==> src/design/gn3_pkg.sv <==
// Shared types, constants and helper functions of the 3D gradient noise point evaluator.
package gn3_pkg;

  localparam int TableSize   = 256;
  localparam int MaxGranLog2 = 8;
  localparam int IdxW        = $clog2(TableSize);
  localparam int GranW       = 4;
  localparam int OffW        = 8;
  localparam int GradW       = 16;
  localparam int WeightW     = 17;
  localparam int DotW        = 36;
  localparam int AccW        = 40;
  localparam int StageCnt    = 8;
  localparam logic [GranW-1:0] GranReset = 4'd2;

  localparam logic [1:0] AddrGran = 2'd0;

  typedef enum logic {
    REQ_WRITE = 1'b0,
    REQ_POINT = 1'b1
  } req_type_e;

  typedef struct packed {
    logic signed [GradW-1:0] gx;
    logic signed [GradW-1:0] gy;
    logic signed [GradW-1:0] gz;
  } grad_t;

  typedef struct packed {
    logic            is_write;
    logic [3:0]      lg;
    logic [IdxW-1:0] cx;
    logic [IdxW-1:0] cy;
    logic [IdxW-1:0] cz;
    logic [OffW-1:0] oi;
    logic [OffW-1:0] oj;
    logic [OffW-1:0] ok;
  } point_t;

  function automatic logic [3:0] clamp_lg(input logic [GranW-1:0] g);
    logic [3:0] r;
    r = g;
    if (r < 4'd1) r = 4'd1;
    if (r > 4'(MaxGranLog2)) r = 4'(MaxGranLog2);
    return r;
  endfunction

endpackage

==> src/design/gn3_weight.sv <==
// Spline weight 3t^2-2t^3 in Q0.16 from a masked step offset, two register stages.
module gn3_weight import gn3_pkg::*; (
  input  logic               clk_i,
  input  logic               en_i,
  input  logic [OffW-1:0]    o_i,
  input  logic [3:0]         lg_i,
  output logic [WeightW-1:0] w_o
);

  logic [15:0] sq_q;
  logic [9:0]  fac_q;
  logic [3:0]  lg_q;
  logic [25:0] num;
  logic [42:0] shifted;
  logic [4:0]  sh;

  always_ff @(posedge clk_i) begin
    if (en_i) begin
      sq_q  <= 16'(o_i) * 16'(o_i);
      fac_q <= 10'((10'd3 << lg_i) - (10'(o_i) << 1));
      lg_q  <= lg_i;
    end
  end

  always_comb begin
    num     = 26'(sq_q) * 26'(fac_q);
    sh      = 5'(lg_q) * 5'd3;
    shifted = ((43'(num) << 16) + (43'd1 << (sh - 5'd1))) >> sh;
  end

  always_ff @(posedge clk_i) begin
    if (en_i) begin
      w_o <= WeightW'(shifted);
    end
  end

endmodule

==> config.mk <==
export PLATFORM = sky130hd
export DESIGN_NAME = gn3_weight
export DESIGN_NICKNAME = d
export VERILOG_FILES = /design/src/design/gn3_pkg.sv /design/src/design/gn3_weight.sv
export SDC_FILE = /design/constraint.sdc
export NUM_CORES = 1
export LEC_CHECK = 0
export BUFFER_PORTS_ARGS = -buffer_cell sky130_fd_sc_hd__buf_2
export CORE_MARGIN = 5
export CORE_UTILIZATION = 40
export DETAILED_ROUTE_END_ITERATION = 12
export SLEW_MARGIN = 25
export SYNTH_ARGS = -nofsm -noshare
export SYNTH_HDL_FRONTEND = slang
export SYNTH_SLANG_ARGS = --single-unit
export TNS_END_PERCENT = 5
==> constraint.sdc <==
create_clock -name clk_i -period 7.4 [get_ports clk_i]
set_input_delay 0.37 -clock clk_i [delete_from_list [all_inputs] [get_ports clk_i]]
set_output_delay 0.37 -clock clk_i [all_outputs]
set_load 0.03 [all_outputs]
-- After elaboration in Yosys (flattened, before gate mapping)
Cells that the tools add are included.
- memory bits (writable): 0
- logic and storage cells: 13
- memory bits (read-only): 0
- output and inout bits: 17
- memories kept: 0
- register bits after elaboration: 47
- latch bits: 0
- $lt $le $gt $ge: 0
- shift operators: 3
- equal/unequal tests: 0
- reduce and logical (&&, ||, !) cells: 0
- bitwise gates (word level): 0
- multipliers: 3
- muxes and demuxes: 0
- add/sub/neg operators: 3
- div/mod/pow operators: 0
- operators by type and width (operator ; number):
    $add 42x43->43 ; 1
    $shl 1x5->43 const A ; 1
    $shr 43x5->17 ; 1
    $mul 16x10->26 ; 1
    $mul 8x8->16 ; 1
    $shl 2x4->10 const A ; 1
    $sub 10x9->10 ; 1
    $mul 4x2->5 const B ; 1
    $sub 5x1->5 const B ; 1

-- Logic depth before layout (Yosys ltp)
- depth after elaboration: 5
- depth in mapped cells: 30
- mapped depth without buffers: 28

-- Worst setup path before layout
OpenSTA, ideal clock, no wires.
- path type: flip-flop to flip-flop
- start: register fac_q[3]
- end: register w_o[13], data pin
- stages on the path, launching flop included: 26
- arrival: 7324 ps
- path slack: -196 ps
- library setup time: 272 ps
- path buffers: 2
- clock period less this slack: 7596 ps
- cells stage by stage: edfxtp_1 clkbuf_1 nand2_1 fa_1 fa_1 fa_1 fa_1 inv_1 fa_1 ha_1 a21oi_1 a211oi_1 a211oi_1 xnor2_1 ha_1 a21oi_1 and2_0 a32o_1 a211oi_1 o2111ai_1 clkbuf_1 nor2_1 mux2_2 a21oi_1 o22ai_1 or4_1
- cells in the longest elaborated chain, start to end: 3
- ends and longest elaborated chain (element ; line ; source):
    start: declaration ; gn3_weight.sv:11 ; logic [9:0] fac_q;
    start signal: assignment ; gn3_weight.sv:20 ; fac_q <= 10'((10'd3 << lg_i) - (10'(o_i) << 1));
    $mul 16x10->26 ; gn3_weight.sv:26 ; num = 26'(sq_q) * 26'(fac_q);
    $add 42x43->43 ; gn3_weight.sv:28 ; shifted = ((43'(num) << 16) + (43'd1 << (sh - 5'd1))) >> sh;
    $shr 43x5->17 ; gn3_weight.sv:28 ;
    net shifted[13] ; gn3_weight.sv:14 ; logic [42:0] shifted;
    end signal: assignment ; gn3_weight.sv:33 ; w_o <= WeightW'(shifted);
    end: declaration ; gn3_weight.sv:7 ; output logic [WeightW-1:0] w_o
The timed path passes the listed nets, and every way through them passes these cells.
A chain may end at the register's enable or synchronous reset.

-- Final worst setup path
- start: register fac_q[1]
- end: register w_o[13], data pin
Same word-level chain as after synthesis.

==> Implementation_results.wiki <==
{| class="wikitable"
! Metric !! Value
|-
| Pins over their slew limit || 0
|-
| Worst slew margin relative to its limit || 0.388
|-
| Number of top-level pins || 31
|-
| Period utilisation layout || 1.00
|-
| Slew @ Worst Pin || 0.906 ns
|-
| Number of antenna-violating nets in the routed design || 0
|-
| Cell count after synthesis || 1380
|-
| Element type at the critical path end || register
|-
| Worst setup startpoint || fac_q[1]
|-
| GRT Resource Usage Total || 0.205
|-
| Critical path data arrival time || 7.47 ns
|-
| Failing checks || setup timing
|-
| Y dimension of the die || 183 um
|-
| Count of inserted antenna diode cells || 0
|-
| Final Net Count || 1805
|-
| Class of the most critical hold timing path || input port to register
|-
| Skew-Pair Late Insertion Delay || about 0.30 ns
|-
| Horizontal die dimension || 183 um
|-
| Largest buffer count on any clock path || 2
|-
| Global route overflow || 0
|-
| FF+latch count, synth || 46
|-
| Number of global-route vias before repair || ~11000
|-
| Pre-CTS setup slack || -0.432 ns
|-
| Rows || between 60 and 70
|-
| Depth of the most critical reg-to-reg path || 27
|-
| Count of cell types in the netlist || 91
|-
| Post-layout util || 0.480
|-
| Count leader, synth || sky130_fd_sc_hd__nand2_1
|-
| Initial drt markers || 798
|-
| End of the worst hold path || lg_q[0]
|-
| Synth-to-Final Area Change || 19.1%
|-
| First-pass iteration count of the detailed router || 5
|-
| Full die area || between 0.03 and 0.04 sq mm
|-
| Unrepaired setup endpoints after global routing || true
|-
| Hold wc startpoint || lg_i[0]
|-
| Cells taking the most area after synthesis || sky130_fd_sc_hd__fa_1, sky130_fd_sc_hd__ha_1, sky130_fd_sc_hd__edfxtp_1
|-
| Worst hold path stage count || 1
|-
| Maximum capacitance violations || 0
|-
| Inserted Clock Buffers || 5
|-
| Period minus WS final || 7.43 ns
|-
| Drt total wl || 33600 um
|-
| FF-to-FF End || w_o[13]
|-
| Top flip-flop cell by instance count after synthesis || sky130_fd_sc_hd__edfxtp_1
|-
| CP Data Required Time || 7.44 ns
|-
| Maximum frequency from static timing analysis || 135 MHz
|-
| Routability congestion estimate || 0.908
|-
| Startpoint of the most critical register-to-register path || fac_q[1]
|-
| Outcome || finished, violations left
|-
| # DRC || 0
|-
| Half-perimeter wire length after placement || 27800 um
|-
| Global-route wire length before repair || 55600 um
|-
| TritonCTS clock tree || built
|-
| Initial antenna violation count || 0
|-
| Core region area || 0.0296 sq mm
|-
| Worst-path clk slew || about 0.06 ns
|-
| Final Hold Viols || 0
|-
| Leading cell types by count after synthesis || sky130_fd_sc_hd__nand2_1, sky130_fd_sc_hd__inv_1, sky130_fd_sc_hd__fa_1
|-
| Sinks on Clock Net || 46
|-
| Post-synthesis instance area || 0.0119 sq mm
|-
| Area share of the largest cell type after synthesis || 0.217
|-
| Portion of the post-synthesis area used by sequential elements || 0.116
|-
| Placed cell area || 0.0135 sq mm
|-
| Count of flip-flops with a built-in enable after synthesis || 46
|-
| Area of all placed cells without fillers || 0.0142 sq mm
|-
| DR vias/cell || 5.51
|-
| Worst reg2reg setup slack || -0.03 ns
|-
| Port Buffers || 30
|-
| Worst Clk Skew || approximately 0.0057 ns
|-
| Fraction of layout instances using a drive strength above 1 || 0.211
|-
| Crit path setup slack, layout || -0.0332 ns
|-
| Class of the most critical setup path || register to register
|-
| Pin count of the biggest net entering global routing || 49
|-
| Starting Density || 0.403
|-
| Number of warnings printed during yosys synthesis || 0
|-
| Synth async-reset ratio || 0
|-
| Largest driver fanout on the critical path || 4
|-
| Syn_nets || around 1600
|-
| Library cell used as clock root buffer || sky130_fd_sc_hd__clkbuf_16
|-
| Number of levels the H-tree was split into || 2
|-
| Total number of vias || 10629
|-
| Area leader, netlist || sky130_fd_sc_hd__fa_1
|-
| Launching element type of the critical path || register
|-
| Average wire per standard cell || between 15 and 20 um
|-
| # setup viols final || 1
|-
| Synth Area per Inst || 8.64 sq um
|-
| Fin Setup TNS || -0.0332 ns
|}
[timing repair]
action,CTS,global route
setup endpoints to repair,16,16
resized for setup,38,29
pin swaps,43,19
gates cloned,0,0
buffers inserted,20,2
hold buffers,0,0
[flip-flops by register name, summed over array words and instances, names as in the netlist]
signal	count
lg_q	4
w_o	17
sq_q	15
fac_q	10
[cell families (layout without fill, tap and decap cells)]
group                    count (synthesis)  after routing  synth area share
multiplexers                            40             40            0.0461
XOR/XNOR                                63             63            0.0475
AO/OA/AOI/OAI                          301            301             0.178
buffers and inverters                  202            360            0.0671
flip-flops                              46             46             0.116
adder cells (fa/ha/maj)                254            254             0.348
AND/OR/NAND/NOR                        474            474             0.197
[cell type report]
class / instances / area, sq um
fillers: 2848 / 15400
multi-input cells: 1132 / 10100
repair buffers: 215 / 1560
flip-flops and latches: 46 / 1380
inverters: 137 / 514
well taps: 390 / 488
clock buffers: 6 / 129
clock inverters: 2 / 13.8
[critical path: stages (launching register included)]
cell and delay (ns):
sky130_fd_sc_hd__edfxtp_1 0.44, sky130_fd_sc_hd__buf_4 0.17, sky130_fd_sc_hd__buf_4 0.13, sky130_fd_sc_hd__and2_1 0.15
sky130_fd_sc_hd__fa_1 0.36, sky130_fd_sc_hd__inv_1 0.09, sky130_fd_sc_hd__fa_1 0.40, sky130_fd_sc_hd__inv_1 0.06
sky130_fd_sc_hd__ha_1 0.23, sky130_fd_sc_hd__fa_2 0.59, sky130_fd_sc_hd__fa_1 0.46, sky130_fd_sc_hd__ha_4 0.30
sky130_fd_sc_hd__buf_4 0.11, sky130_fd_sc_hd__o211ai_2 0.10, sky130_fd_sc_hd__buf_4 0.15, sky130_fd_sc_hd__o211ai_1 0.30
sky130_fd_sc_hd__a211oi_2 0.17, sky130_fd_sc_hd__xnor2_2 0.18, sky130_fd_sc_hd__ha_1 0.34, sky130_fd_sc_hd__a21boi_2 0.19
sky130_fd_sc_hd__o21a_1 0.18, sky130_fd_sc_hd__o32ai_4 0.10, sky130_fd_sc_hd__or4_4 0.54, sky130_fd_sc_hd__a2bb2oi_2 0.19
sky130_fd_sc_hd__o211ai_1 0.38, sky130_fd_sc_hd__o221ai_2 0.19, sky130_fd_sc_hd__nor2b_1 0.17, sky130_fd_sc_hd__or4_1 0.48
[per-layer routing]
metal	track usage	wire length (um)	up-vias	share of wire
li1	-	-	5112	-
met3	0.0235	2050	33	0.061
met1	0.303	16100	5172	0.48
met5	0	0	-	0
met2	0.319	14800	312	0.44
met4	0.0531	674	0	0.020
[worst max path at each step]
stage,to
after global placement,w_o[13]
after CTS,w_o[13]
after floorplan,w_o[13]
final,w_o[13]
after detailed placement,w_o[14]
after global routing,w_o[13]
[layout by cell type, fill, tap and decap left out, types with 34 or more instances in the layout]
cell type                  instances
sky130_fd_sc_hd__nor2_1           82
sky130_fd_sc_hd__ha_1            114
sky130_fd_sc_hd__nand2_1         164
sky130_fd_sc_hd__a21oi_1          68
sky130_fd_sc_hd__o21ai_0          34
sky130_fd_sc_hd__xnor2_1          44
sky130_fd_sc_hd__fa_1            127
sky130_fd_sc_hd__edfxtp_1         46
sky130_fd_sc_hd__and2_1          106
sky130_fd_sc_hd__inv_1           133
sky130_fd_sc_hd__buf_4           180
[metrics by stage]
| stage | cells | hold WS, ns |
|---|---|---|
| 2_1_floorplan | 1380 | 0.469 |
| 3_3_place_gp | 1898 | 0.586 |
| 3_5_place_dp | 1898 | 0.585 |
| 4_1_cts | 1926 | 0.260 |
| 5_1_grt | 1928 | 0.275 |
| 6_report | 1928 | 0.278 |
Power is not shown: default switching activity piles up to over one toggle a cycle in this logic, so the estimate is an artifact.
